===== config.mk =====
export PLATFORM = sky130hd
export DESIGN_NAME = avcc_config_record_parser
export DESIGN_NICKNAME = d
export VERILOG_FILES = /design/src/sv/avcc_pkg.sv /design/src/sv/avcc_config_record_parser.sv
export SDC_FILE = /design/constraint.sdc
export NUM_CORES = 1
export LEC_CHECK = 0
export ABC_AREA = 1
export BUFFER_PORTS_ARGS = -buffer_cell sky130_fd_sc_hd__buf_2
export CORE_ASPECT_RATIO = 0.5
export CORE_MARGIN = 2
export CORE_UTILIZATION = 40
export CTS_CLUSTER_DIAMETER = 120
export DETAILED_ROUTE_END_ITERATION = 10
export PLACE_DENSITY_LB_ADDON = 0.3
export SYNTH_ARGS = -nofsm -noshare
export SYNTH_HDL_FRONTEND = slang
export SYNTH_SLANG_ARGS = --single-unit

===== constraint.sdc =====
create_clock -name clk -period 4.4 [get_ports clk]
set_input_delay 0.44 -clock clk [delete_from_list [all_inputs] [get_ports clk]]
set_output_delay 0.44 -clock clk [all_outputs]
set_load 0.02 [all_outputs]

===== src/sv/avcc_pkg.sv =====
`timescale 1ns / 1ps
// ----------------------------------------------------------------------------
// avcc_pkg
// phase, tag and status codes shared by the decoder configuration record parser
// ----------------------------------------------------------------------------
package avcc_pkg;

    localparam int PHASE_W = 4;

    // parse phase codes
    localparam logic [PHASE_W-1:0] PH_VERSION    = 4'd0;
    localparam logic [PHASE_W-1:0] PH_PROFILE    = 4'd1;
    localparam logic [PHASE_W-1:0] PH_COMPAT     = 4'd2;
    localparam logic [PHASE_W-1:0] PH_LEVEL      = 4'd3;
    localparam logic [PHASE_W-1:0] PH_LENSIZE    = 4'd4;
    localparam logic [PHASE_W-1:0] PH_SPS_COUNT  = 4'd5;
    localparam logic [PHASE_W-1:0] PH_SPS_LEN_HI = 4'd6;
    localparam logic [PHASE_W-1:0] PH_SPS_LEN_LO = 4'd7;
    localparam logic [PHASE_W-1:0] PH_SPS_DATA   = 4'd8;
    localparam logic [PHASE_W-1:0] PH_PPS_COUNT  = 4'd9;
    localparam logic [PHASE_W-1:0] PH_PPS_LEN_HI = 4'd10;
    localparam logic [PHASE_W-1:0] PH_PPS_LEN_LO = 4'd11;
    localparam logic [PHASE_W-1:0] PH_PPS_DATA   = 4'd12;
    localparam logic [PHASE_W-1:0] PH_DONE       = 4'd13;
    localparam logic [PHASE_W-1:0] PH_ERROR      = 4'd14;

    typedef logic [1:0] tag_t;
    localparam tag_t TAG_HEADER  = 2'd0;
    localparam tag_t TAG_SPS     = 2'd1;
    localparam tag_t TAG_PPS     = 2'd2;
    localparam tag_t TAG_IGNORED = 2'd3;

    typedef logic [1:0] status_t;
    localparam status_t ST_BUSY  = 2'd0;
    localparam status_t ST_DONE  = 2'd1;
    localparam status_t ST_MANY  = 2'd2;
    localparam status_t ST_TRUNC = 2'd3;

    // widest set count that is still accepted
    localparam logic [7:0] MAX_SET_COUNT = 8'd1;

endpackage


===== src/sv/avcc_config_record_parser.sv =====
`timescale 1ns / 1ps
// ----------------------------------------------------------------------------
// avcc_config_record_parser
// byte-serial parser for an h.264 decoder configuration record
// ----------------------------------------------------------------------------
// usage:
//   input channel carries one record word per beat (in_byte) with
//   end_of_record high on the last word of the record. each accepted word
//   yields exactly one result word on the output channel: the byte passed
//   through, its tag (header/length, sps, pps, ignored), set_last on the
//   final payload byte of each parameter set, the running parse status and
//   the header fields captured so far.
//   the result is registered: it sits in the output register from the
//   edge that takes the word. throughput: one word per cycle while the receiver does not stall; the parse
//   phase and the 16-bit payload down-counter update on that same edge.
//   a new word is taken while the output register is empty or is being
//   drained in the same cycle, so a stalled receiver holds the result and
//   backs up the input channel with no word lost.
//   reset empties the output register and returns the parser to the
//   version byte; the end of each record returns the parser to the version byte after its result.
// ----------------------------------------------------------------------------
module avcc_config_record_parser (
    input  logic                 clk,
    input  logic                 rst_n,
    input  logic                 in_valid,
    output logic                 in_ready,
    input  logic [7:0]           in_byte,
    input  logic                 end_of_record,
    output logic                 out_valid,
    input  logic                 out_ready,
    output logic [7:0]           out_byte,
    output avcc_pkg::tag_t       byte_tag,
    output logic                 set_last,
    output avcc_pkg::status_t    parse_status,
    output logic [7:0]           profile_idc,
    output logic [7:0]           compat_flags,
    output logic [7:0]           level_idc,
    output logic [1:0]           length_size_minus_one,
    output logic [15:0]          sps_length,
    output logic [15:0]          pps_length
);
    import avcc_pkg::*;

    // parse state
    logic [PHASE_W-1:0] phase_reg, phase_next;
    logic [15:0]        count_reg, count_next;
    logic [15:0]        sps_len_reg, sps_len_next;
    logic [15:0]        pps_len_reg, pps_len_next;
    logic [7:0]         profile_reg, profile_next;
    logic [7:0]         compat_reg, compat_next;
    logic [7:0]         level_reg, level_next;
    logic [1:0]         lsize_reg, lsize_next;
    status_t            status_reg, status_next;

    // result register
    logic               out_valid_reg;
    logic [7:0]         out_byte_reg;
    tag_t               tag_reg, tag_next;
    logic               last_reg, last_next;
    status_t            ostat_reg;
    logic [7:0]         oprof_reg, ocompat_reg, olevel_reg;
    logic [1:0]         olsize_reg;
    logic [15:0]        osps_reg, opps_reg;

    logic               in_acc;
    logic [15:0]        sps_len_full;
    logic [15:0]        pps_len_full;

    assign in_ready = !out_valid_reg || out_ready;
    assign in_acc   = in_valid && in_ready;

    assign sps_len_full = {sps_len_reg[15:8], in_byte};
    assign pps_len_full = {pps_len_reg[15:8], in_byte};

    // one phase step per word
    always_comb
    begin
        phase_next   = phase_reg;
        count_next   = count_reg;
        sps_len_next = sps_len_reg;
        pps_len_next = pps_len_reg;
        profile_next = profile_reg;
        compat_next  = compat_reg;
        level_next   = level_reg;
        lsize_next   = lsize_reg;
        status_next  = status_reg;
        tag_next     = TAG_HEADER;
        last_next    = 1'b0;
        case (phase_reg)
            PH_VERSION:    phase_next = PH_PROFILE;
            PH_PROFILE:
            begin
                profile_next = in_byte;
                phase_next   = PH_COMPAT;
            end
            PH_COMPAT:
            begin
                compat_next = in_byte;
                phase_next  = PH_LEVEL;
            end
            PH_LEVEL:
            begin
                level_next = in_byte;
                phase_next = PH_LENSIZE;
            end
            PH_LENSIZE:
            begin
                lsize_next = in_byte[1:0];
                phase_next = PH_SPS_COUNT;
            end
            PH_SPS_COUNT:
            begin
                // sps count sits in the low five bits
                if ({3'b000, in_byte[4:0]} > MAX_SET_COUNT)
                begin
                    status_next = ST_MANY;
                    phase_next  = PH_ERROR;
                end
                else
                begin
                    phase_next = PH_SPS_LEN_HI;
                end
            end
            PH_SPS_LEN_HI:
            begin
                sps_len_next = {in_byte, 8'h00};
                phase_next   = PH_SPS_LEN_LO;
            end
            PH_SPS_LEN_LO:
            begin
                sps_len_next = sps_len_full;
                count_next   = sps_len_full;
                phase_next   = (sps_len_full != 16'd0) ? PH_SPS_DATA : PH_PPS_COUNT;
            end
            PH_SPS_DATA:
            begin
                tag_next = TAG_SPS;
                if (count_reg <= 16'd1)
                begin
                    last_next  = 1'b1;
                    count_next = 16'd0;
                    phase_next = PH_PPS_COUNT;
                end
                else
                begin
                    count_next = count_reg - 16'd1;
                end
            end
            PH_PPS_COUNT:
            begin
                if (in_byte > MAX_SET_COUNT)
                begin
                    status_next = ST_MANY;
                    phase_next  = PH_ERROR;
                end
                else
                begin
                    phase_next = PH_PPS_LEN_HI;
                end
            end
            PH_PPS_LEN_HI:
            begin
                pps_len_next = {in_byte, 8'h00};
                phase_next   = PH_PPS_LEN_LO;
            end
            PH_PPS_LEN_LO:
            begin
                pps_len_next = pps_len_full;
                count_next   = pps_len_full;
                if (pps_len_full != 16'd0)
                begin
                    phase_next = PH_PPS_DATA;
                end
                else
                begin
                    phase_next  = PH_DONE;
                    status_next = ST_DONE;
                end
            end
            PH_PPS_DATA:
            begin
                tag_next = TAG_PPS;
                if (count_reg <= 16'd1)
                begin
                    last_next   = 1'b1;
                    count_next  = 16'd0;
                    phase_next  = PH_DONE;
                    status_next = ST_DONE;
                end
                else
                begin
                    count_next = count_reg - 16'd1;
                end
            end
            default:       tag_next = TAG_IGNORED;
        endcase
        // record ended before it was complete
        if (end_of_record && (status_next == ST_BUSY))
        begin
            status_next = ST_TRUNC;
        end
    end

    // parse state, back to the version byte after the last word
    always_ff @(posedge clk or negedge rst_n)
    begin
        if (!rst_n)
        begin
            phase_reg   <= PH_VERSION;
            count_reg   <= 16'd0;
            sps_len_reg <= 16'd0;
            pps_len_reg <= 16'd0;
            profile_reg <= 8'd0;
            compat_reg  <= 8'd0;
            level_reg   <= 8'd0;
            lsize_reg   <= 2'd0;
            status_reg  <= ST_BUSY;
        end
        else if (in_acc)
        begin
            if (end_of_record)
            begin
                phase_reg   <= PH_VERSION;
                count_reg   <= 16'd0;
                sps_len_reg <= 16'd0;
                pps_len_reg <= 16'd0;
                profile_reg <= 8'd0;
                compat_reg  <= 8'd0;
                level_reg   <= 8'd0;
                lsize_reg   <= 2'd0;
                status_reg  <= ST_BUSY;
            end
            else
            begin
                phase_reg   <= phase_next;
                count_reg   <= count_next;
                sps_len_reg <= sps_len_next;
                pps_len_reg <= pps_len_next;
                profile_reg <= profile_next;
                compat_reg  <= compat_next;
                level_reg   <= level_next;
                lsize_reg   <= lsize_next;
                status_reg  <= status_next;
            end
        end
    end

    // output valid flag
    always_ff @(posedge clk or negedge rst_n)
    begin
        if (!rst_n)
        begin
            out_valid_reg <= 1'b0;
        end
        else if (in_acc)
        begin
            out_valid_reg <= 1'b1;
        end
        else if (out_ready)
        begin
            out_valid_reg <= 1'b0;
        end
    end

    // output payload, shows the fields as they stand after this word
    always_ff @(posedge clk)
    begin
        if (in_acc)
        begin
            out_byte_reg <= in_byte;
            tag_reg      <= tag_next;
            last_reg     <= last_next;
            ostat_reg    <= status_next;
            oprof_reg    <= profile_next;
            ocompat_reg  <= compat_next;
            olevel_reg   <= level_next;
            olsize_reg   <= lsize_next;
            osps_reg     <= sps_len_next;
            opps_reg     <= pps_len_next;
        end
    end

    assign out_valid             = out_valid_reg;
    assign out_byte              = out_byte_reg;
    assign byte_tag              = tag_reg;
    assign set_last              = last_reg;
    assign parse_status          = ostat_reg;
    assign profile_idc           = oprof_reg;
    assign compat_flags          = ocompat_reg;
    assign level_idc             = olevel_reg;
    assign length_size_minus_one = olsize_reg;
    assign sps_length            = osps_reg;
    assign pps_length            = opps_reg;

    // set_last only ever marks a payload byte
    a_last_on_payload: assert property (@(posedge clk) disable iff (!rst_n)
        (out_valid_reg && last_reg) |-> (tag_reg == TAG_SPS || tag_reg == TAG_PPS))
        else $error("set_last on a non-payload byte");

    // the last pps byte completes the record
    a_pps_last_done: assert property (@(posedge clk) disable iff (!rst_n)
        (out_valid_reg && last_reg && tag_reg == TAG_PPS) |-> (ostat_reg == ST_DONE))
        else $error("final pps byte without complete status");

    // error phase is only reached through the set count check
    a_error_status: assert property (@(posedge clk) disable iff (!rst_n)
        (phase_reg == PH_ERROR) |-> (status_reg == ST_MANY))
        else $error("error phase without too-many-sets status");

    // end of record restarts the parse
    a_restart: assert property (@(posedge clk) disable iff (!rst_n)
        (in_acc && end_of_record) |=> (phase_reg == PH_VERSION && status_reg == ST_BUSY))
        else $error("parser did not restart after end of record");

endmodule


==> results.yml, run 1 <==
run_status:
  status: "complete, no violations"
yosys:
  yosysUniqueCellTypes: 29
  synth-compound-area-share_pct: 12.2
  synthSimpleGateAreaFrac_pct: 17.4
  synth_warnings: 0
  synth_fa_ha_area_share_pct: 0.363
  synth_top_family_by_area: "simple AND/OR/NAND/NOR gates"
  synthMuxAreaShare_pct: 0
  ys_seq_elements: 152
  synthCells: 766
  ys_seq_area_share_pct: 60.3
  syn_area_per_cell_um2: 9.00
  synth_xor_area_share_pct: 0.762
  synth_area_um2: 6900
  syn_nets: 781
clock_tree:
  clk_path_buf_depth: 2
  cts_tree: "yes"
  cts_buffers: 17
  ctsResizeCount: 0
  post-cts-setup-buffer-count: 0
  clk_pin_slew_ns: 0.06
  clock-root-buffer: "clkbuf_16"
  cts_sinks: 152
  htreeDepth: 4
  worstSkewPairLatency_ns: 0.43
timing:
  worst_slew_pin_slew_ns: 0.725
  drv_slew: 0
  period_share_pct: 48.4
  finalHoldViolCount: 0
  finalSetupViolations: 0
  fin_tns_setup_ns: 0
  min_period_ns: 2.13
  clock_skew_ns: 0.0151
  fmax_mhz: 470
  maxSlewHeadroom_pct: 51.6
  grt_setup_unrepaired: "false"
worst_setup_path:
  path_class: "reg2reg"
  critPathRequiredTime_ns: 4.46
  cp_max_fo: 53
  crit_arrival_ns: 2.19
  cp-start-kind: "register"
  cp-end-kind: "register"
layout:
  syn2layout_area_growth_pct: 17.8
  diodes: 0
  final_common_cell: "nand2_1"
  layout-drive-gt1-share_pct: 15.6
  final_cell_mix: "nand2_1, inv_1, buf_2"
  final_nets: 868
floorplanning:
  start_util_pct: 41.4
  dieArea_um2: 18400
  die_h_um: 96.8
  rows: 33
  pin_count: 86
  die_w_um: 190
  coreArea_um2: 16600
route:
  firstDrtPassIters: 6
  drt_iter0_drc: 460
  drt_wl_total_um: 16200
  drtAntennaViolNets: 0
  num_vias: 5362
  viasPerCell: 4.91
  drcViolationCount: 0
  wire_per_inst_um: 14.8
global_route:
  grt_pass1_wl_um: 26200
  first_global_vias: 5024
  grt.overflow.total: 0
  grt_max_degree: 54
  antenna_found_initial: 0
  grt_usage_pct: 18.3
power:
  fin_total_pwr_w: 0.00409
  leakage_nw: 4.18
  power_density_nw_per_um2: 504
  vdd_drop_max_uv: 315
placed_design:
  place_congestion: 0.846
  portBuffers: 85
  hpwl_um: 10900
run:
  cap_viol_max_count: 0
hold_path:
  min_path_type: "in2reg"
## synthesized netlist by cell type
master	count	share of area, %
a21oi_1	15	1.1
nor2_1	83	4.5
nand2_4	2	0.33
xnor2_1	3	0.38
nand2_1	184	10
nand3_1	24	1.7
nor2_4	1	0.16
ha_1	2	0.36
clkbuf_1	16	0.87
nor4_1	1	0.091
clkinv_1	1	0.054
o21ai_0	59	4.3
o31ai_4	1	0.31
edfxtp_1	71	31
dfrtp_1	81	29
o21a_1	2	0.22
o21bai_1	7	0.76
buf_2	5	0.36
nand3b_1	2	0.22
inv_1	133	7.2
o22ai_1	56	5.1
o21ai_1	3	0.22
buf_4	2	0.22
nor2_2	1	0.091
nand4_1	1	0.091
xor2_1	3	0.38
o21ai_2	2	0.25
nand2_2	2	0.18
inv_2	3	0.16
## worst paths after layout
kind	start	end	slack, ns	cells past startpoint
worst min-delay path	out_ready	out_valid	0.31	4
min in group asynchronous	rst_n	count_reg[13]	0.52	2
worst min register to register	status_reg[1]	status_reg[1]	0.48	2
worst max-delay path	out_valid	compat_flags[3]	2.27	4
max in group asynchronous	rst_n	profile_reg[2]	2.90	3
worst max register to register	out_valid	compat_flags[3]	2.27	4
## cell families (layout without fill, tap and decap cells)
| kind of cell | Yosys count | count (layout) |
|---|---|---|
| AOI/OAI and AO/OA | 145 | 145 |
| xor gates and xnor gates | 6 | 6 |
| adders and majority gates | 2 | 2 |
| DFF | 152 | 152 |
| buffers and inverters | 160 | 260 |
| and+or+nand+nor | 301 | 301 |
## stage by stage
step | std cells | utilization [%] | cell area [um2] | setup WS (ns) | hold WS, ns
after floorplan | 766 | - | 6900 | 0.769 | 0.144
after global placement | 1060 | 45.4 | 7550 | 2.13 | 0.436
after detailed placement | 1060 | 45.4 | 7550 | 2.06 | 0.431
after CTS | 1093 | 48.8 | 8120 | 2.25 | 0.299
after global routing | 1093 | 48.8 | 8120 | 2.11 | 0.326
final | 1093 | 48.8 | 8120 | 2.27 | 0.306
## power breakdown
part	internal [W]	switching, W	total (W)
clock network	0.000793	0.000633	0.00143
registers	0.00168	0.0000626	0.00174
logic	0.000282	0.000642	0.000925
total	0.00276	0.00134	0.00409
## layer usage
metal | vias up | track usage [%] | part of all wire [%]
met5 | - | 0 | 0
met4 | 0 | 6.86 | 1.6
met3 | 23 | 3.92 | 5.3
met2 | 145 | 27.2 | 45
met1 | 2548 | 26.4 | 48
li1 | 2646 | - | -
## critical path: stages, from the launching register on
cell and delay [ns]:
dfrtp_1 0.37, nand2_1 0.10, nand2_1 0.20, inv_4 0.51
buf_4 0.55
## timing repair
item / 4_1_cts / 5_1_grt
endpoints found under the hold margin: 20 / 0
setup endpoints to repair: 0 / 0
hold buffers: 1 / 0
## layout make-up
cell class | count | area [um2]
Fill cell | 1576 | 8520
Sequential cell | 152 | 4160
Multi-Input combinational cell | 454 | 2120
Inverter | 137 | 517
Timing Repair Buffer | 91 | 475
Clock buffer | 17 | 425
Tap cell | 227 | 284
Clock inverter | 15 | 140
Note: power is estimated with default switching activity, not from simulation.
==> run 2, diff against run 1 <==
==> constraint.sdc (replaced) <==
create_clock -name clk -period 1.9 [get_ports clk]
set_input_delay 0.19 -clock clk [delete_from_list [all_inputs] [get_ports clk]]
set_output_delay 0.19 -clock clk [all_outputs]
set_load 0.02 [all_outputs]
==> results.yml, run 2 (synthesis gave the netlist of run 1 again) <==
global_route:
  grt_usage_pct: 19.7
  grt.overflow.total: 0
  first_global_vias: 5336
  grt_max_degree: 62
  grt_pass1_wl_um: 28000
  antenna_found_initial: 0
worst_setup_path:
  timing.critical_path.from: "count_reg[0]"
  critPathRequiredTime_ns: 2.07
  path_buf_inv: 1
  crit_top_cell: "nand2_1"
  cp_max_fo: 5
  crit_chain: "inv_1, ha_1, nand3_1, nand2_1, nand2_2, nand2_1, nand2_1, nand2_1, nand2_1, nand2_1"
  path_class: "reg2reg"
  worstReg2RegEnd: "parse_status[0]"
  r2r_start: "count_reg[0]"
  worst_path_largest_cell_delay_ns: 0.41
  reg2reg_slack_ns: 0.17
  slowest_stage: "dfrtp_1"
  worstSetupPathDepth: 10
  cp-start-kind: "register"
  crit_arrival_ns: 1.91
  endpoint: "parse_status[0]"
  worstRegToRegCells: 10
  critPathTopFamily: "simple AND/OR/NAND/NOR gates"
  cp-end-kind: "register"
route:
  viasPerCell: 5.00
  num_vias: 5569
  firstDrtPassIters: 6
  wire_per_inst_um: 15.7
  drtAntennaViolNets: 0
  drt_iter0_drc: 559
  drcViolationCount: 0
  drt_wl_total_um: 17500
run:
  cap_viol_max_count: 0
timing:
  drv_slew: 0
  finalHoldViolCount: 0
  worst_slew_pin_slew_ns: 0.470
  clock_skew_ns: 0.0101
  maxSlewHeadroom_pct: 68.6
  period_share_pct: 91.2
  fmax_mhz: 577
  fin_tns_setup_ns: 0
  finalSetupViolations: 0
  min_period_ns: 1.73
  grt_setup_unrepaired: "false"
layout:
  layout-drive-gt1-share_pct: 17.4
  seq_area_um2: 4160
  final_nets: 889
  syn2layout_area_growth_pct: 21.5
  final_common_cell: "nand2_1"
  final_area_um2: 8380
  nFillCells: 1548
  multi_input_area_um2: 2140
  diodes: 0
  final_cell_mix: "nand2_1, inv_1, buf_2"
power:
  p_sw_share_pct: 31.7
  combPwrFrac_pct: 23.4
  vdd_drop_max_uv: 668
  internal_power_w: 0.00672
  clockPowerShare_pct: 35.4
  power_density_nw_per_um2: 1170
  p_switching_w: 0.00312
  p_seq_share_pct: 41.2
  leakage_nw: 4.30
placed_design:
  dpl_cell_area_um2: 7740
  hpwl_um: 11700
  place_congestion: 0.908
  portBuffers: 85
clock_tree:
  htreeDepth: 4
  cts_buffers: 17
  cts_sinks: 152
  clk_path_buf_depth: 2
  worstSkewPairLatency_ns: 0.43
  cts_tree: "yes"
  clk_pin_slew_ns: 0.06
  clock-root-buffer: "clkbuf_16"
run_status:
  status: "complete, no violations"
floorplanning:
  start_util_pct: 41.4
  die_w_um: 190
  coreArea_um2: 16600
  die_h_um: 96.8
  dieArea_um2: 18400
  pin_count: 86
  rows: 33
hold_path:
  holdPathStages: 4
  min_path_type: "in2reg"
[run 2: cell count changes in the layout (fill, tap and decap cells not counted), sizes merged, moves of 2 or more]
cell      delta
buf         +20
bufinv       +2
clkbuf       +3
clkinvlp     +2
inv          -6
[run 2: worst register-to-register path, delay by kind of cell (launching register included)]
family,cells,cell delay (ns)
buf+inv,1,0.08
flops,1,0.41
simple gates,8,0.77
fa+ha+maj,1,0.23
[run 2: worst min-delay path by stage]
| stage | slack, ns | from | end |
|---|---|---|---|
| after global routing | 0.08 | out_ready | out_valid |
| after detailed placement | 0.18 | rst_n | count_reg[14] |
| final | 0.04 | out_ready | out_valid |
| after global placement | 0.17 | rst_n | count_reg[14] |
| after floorplan | -0.11 | rst_n | compat_reg[0] |
| after CTS | 0.03 | out_ready | out_valid |
[run 2: repair_timing]
| action | CTS | global route |
|---|---|---|
| setup endpoints to repair | 0 | 10 |
| resized for setup | 0 | 4 |
| hold buffers | 1 | 0 |
| hold endpoints to repair | 30 | 0 |
| setup buffers | 0 | 1 |
[run 2: area by class of cell]
| class | instances | share of cell area (%) |
|---|---|---|
| clock buffer | 20 | 5.21 |
| clock inverter | 12 | 1.97 |
| inverter | 137 | 6.17 |
| multi-input combinational | 455 | 25.6 |
| sequential | 152 | 49.6 |
| tap | 227 | 3.39 |
| timing repair buffer | 111 | 8.06 |
[run 2: power groups by stage]
stage | clock (W) | combinational (W) | sequential [W]
floorplan | 0 | 0.00132 | 0.00432
global placement | 0 | 0.00218 | 0.00410
detailed placement | 0 | 0.00222 | 0.00411
CTS | 0.00353 | 0.00224 | 0.00405
global route | 0.00369 | 0.00261 | 0.00409
finish | 0.00348 | 0.00230 | 0.00405
[run 2: metrics by stage]
step                      utilization, %  power (W)  setup WS, ns  hold slack (ns)  cells
final                               50.4    0.00983         0.168           0.0372   1114
after global placement              46.5    0.00629         0.194            0.172   1079
after global routing                50.4     0.0104       0.00769           0.0768   1114
after CTS                           50.2    0.00982         0.129           0.0322   1112
after detailed placement            46.5    0.00634         0.159            0.179   1079
after floorplan                        -    0.00564        0.0696           -0.106    766
[run 2: metal layers]
layer	wire length (um)	vias up	track usage, %
li1	-	2699	-
met1	8380	2652	27.7
met2	7680	191	29.9
met3	1130	27	4.35
met4	295	0	7.45
met5	0	-	0
==> run 3, diff against run 2 <==
==> constraint.sdc (replaced) <==
create_clock -name clk -period 1.44 [get_ports clk]
set_input_delay 0.144 -clock clk [delete_from_list [all_inputs] [get_ports clk]]
set_output_delay 0.144 -clock clk [all_outputs]
set_load 0.02 [all_outputs]
==> results.yml, run 3 (synthesis gave the netlist of run 1 again) <==
worst_setup_path:
  critPathRequiredTime_ns: 1.62
  slowest_stage: "dfrtp_2"
  crit_chain: "buf_6, nor2_4, nand2_4, buf_12, nand2_4, o21a_1, inv_1"
  cp-end-kind: "register"
  crit_arrival_ns: 1.75
  worst_path_largest_cell_delay_ns: 0.46
  path_class: "reg2reg"
  worstRegToRegCells: 7
  cp-start-kind: "register"
  r2r_start: "phase_reg[0]"
  crit_top_cell: "nand2_4"
  timing.critical_path.from: "phase_reg[0]"
  cp_max_fo: 8
route:
  drt_iter0_drc: 621
  drt_wl_total_um: 19700
  drtAntennaViolNets: 0
  wire_per_inst_um: 16.4
  num_vias: 6077
  drcViolationCount: 0
  firstDrtPassIters: 7
  viasPerCell: 5.08
clock_tree:
  clk_pin_slew_ns: 0.06
  htreeDepth: 4
  cts_buffers: 17
  cts_tree: "yes"
  cts_sinks: 152
  clk_path_buf_depth: 2
  worstSkewPairLatency_ns: 0.42
  clock-root-buffer: "clkbuf_16"
timing:
  maxSlewHeadroom_pct: 72.8
  fmax_mhz: 634
  fin_tns_setup_ns: -2.57
  finalHoldViolCount: 0
  clock_skew_ns: 0.00910
  drv_slew: 0
  finalSetupViolations: 55
  min_period_ns: 1.58
  setup_ws_ns: -0.137
  period_share_pct: 110
  grt_setup_unrepaired: "true"
  worst_slew_pin_slew_ns: 0.408
placed_design:
  place_congestion: 0.873
  hpwl_um: 12200
  dpl_cell_area_um2: 8370
  portBuffers: 85
floorplanning:
  pin_count: 86
  rows: 33
  coreArea_um2: 16600
  die_w_um: 190
  die_h_um: 96.8
  dieArea_um2: 18400
  start_util_pct: 41.4
layout:
  diodes: 0
  final_cell_mix: "nand2_1, inv_1, buf_2"
  nFillCells: 1302
  final_util_pct: 60.0
  multi_input_area_um2: 2900
  final_area_um2: 9980
  layout-drive-gt1-share_pct: 40.4
  seq_area_um2: 4170
  final_common_cell: "nand2_1"
  syn2layout_area_growth_pct: 44.7
  final_nets: 971
global_route:
  first_global_vias: 5841
  grt_max_degree: 42
  antenna_found_initial: 0
  grt.overflow.total: 0
  grt_pass1_wl_um: 29400
  grt_usage_pct: 20.5
run_status:
  status: "finished with violations"
  violations: "negative setup slack"
power:
  leakage_nw: 4.93
  power_density_nw_per_um2: 1420
  vdd_drop_max_uv: 866
hold_path:
  worstHoldStart: "in_valid"
  min_path_type: "in2reg"
  holdPathStages: 4
run:
  cap_viol_max_count: 0
## run 3: cell types whose count changed in the layout (fill, tap and decap cells not counted), moves of 20 or more
cell / delta
buf_4: +55
o21ai_2: +25
nor2_1: -39
nand2_1: -28
nor2_4: +20
o21ai_0: -33
## run 3: repair_timing
action,4_1_cts,5_1_grt
gates cloned,1,3
setup buffers,9,5
hold buffers,2,0
resized for setup,86,168
pin swaps,26,39
endpoints found under the setup margin,90,141
endpoints found under the hold margin,82,0
## run 3: path summary, 6_finish.rpt
| check | end | slack [ns] |
|---|---|---|
| worst min-delay path | status_reg[0] | 0.1 |
| worst max register to register | sps_length[11] | -0.14 |
| worst max-delay path | sps_length[11] | -0.14 |
| worst min register to register | status_reg[1] | 0.49 |
| max in group asynchronous | profile_reg[1] | 0.67 |
| min in group asynchronous | count_reg[2] | 0.14 |
## run 3: cell type report
cell class,instances,share of cell area (%)
clock buffers,18,4.40
clock inverters,14,1.35
multi-input cells,454,29.1
inverters,137,5.33
repair buffers,194,15.2
well taps,227,2.85
flip-flops and latches,152,41.8
## run 3: report_power, final
| group | total (W) | internal [W] | switching, W |
|---|---|---|---|
| sequential | 0.00535 | 0.00514 | 0.000204 |
| clock | 0.00438 | 0.00247 | 0.00192 |
| combinational | 0.00442 | 0.00177 | 0.00265 |
| total | 0.0142 | 0.00938 | 0.00477 |
## run 3: stage by stage
step	cells	setup WS, ns	hold slack, ns	total power (W)
after floorplan	766	-0.00737	-0.152	0.00750
after global placement	1144	-0.153	0.0390	0.00871
after detailed placement	1144	-0.168	0.0351	0.00880
after CTS	1188	-0.0622	0.0833	0.0135
after global routing	1196	-0.187	0.118	0.0149
final	1196	-0.137	0.0996	0.0142
## run 3: critical path: cells and delay by family (launching register included)
family                 cells  cell delay [ns]
AOI/OAI and AO/OA          1             0.17
buffers and inverters      3             0.37
DFF                        1             0.46
and+or+nand+nor            3             0.33
## run 3: routing by layer
metal / wire length, um / global-route usage, %
met1: 8610 / 27.6
met2: 9660 / 33.2
met3: 1100 / 4.68
met4: 303 / 6.56
met5: 0 / 0
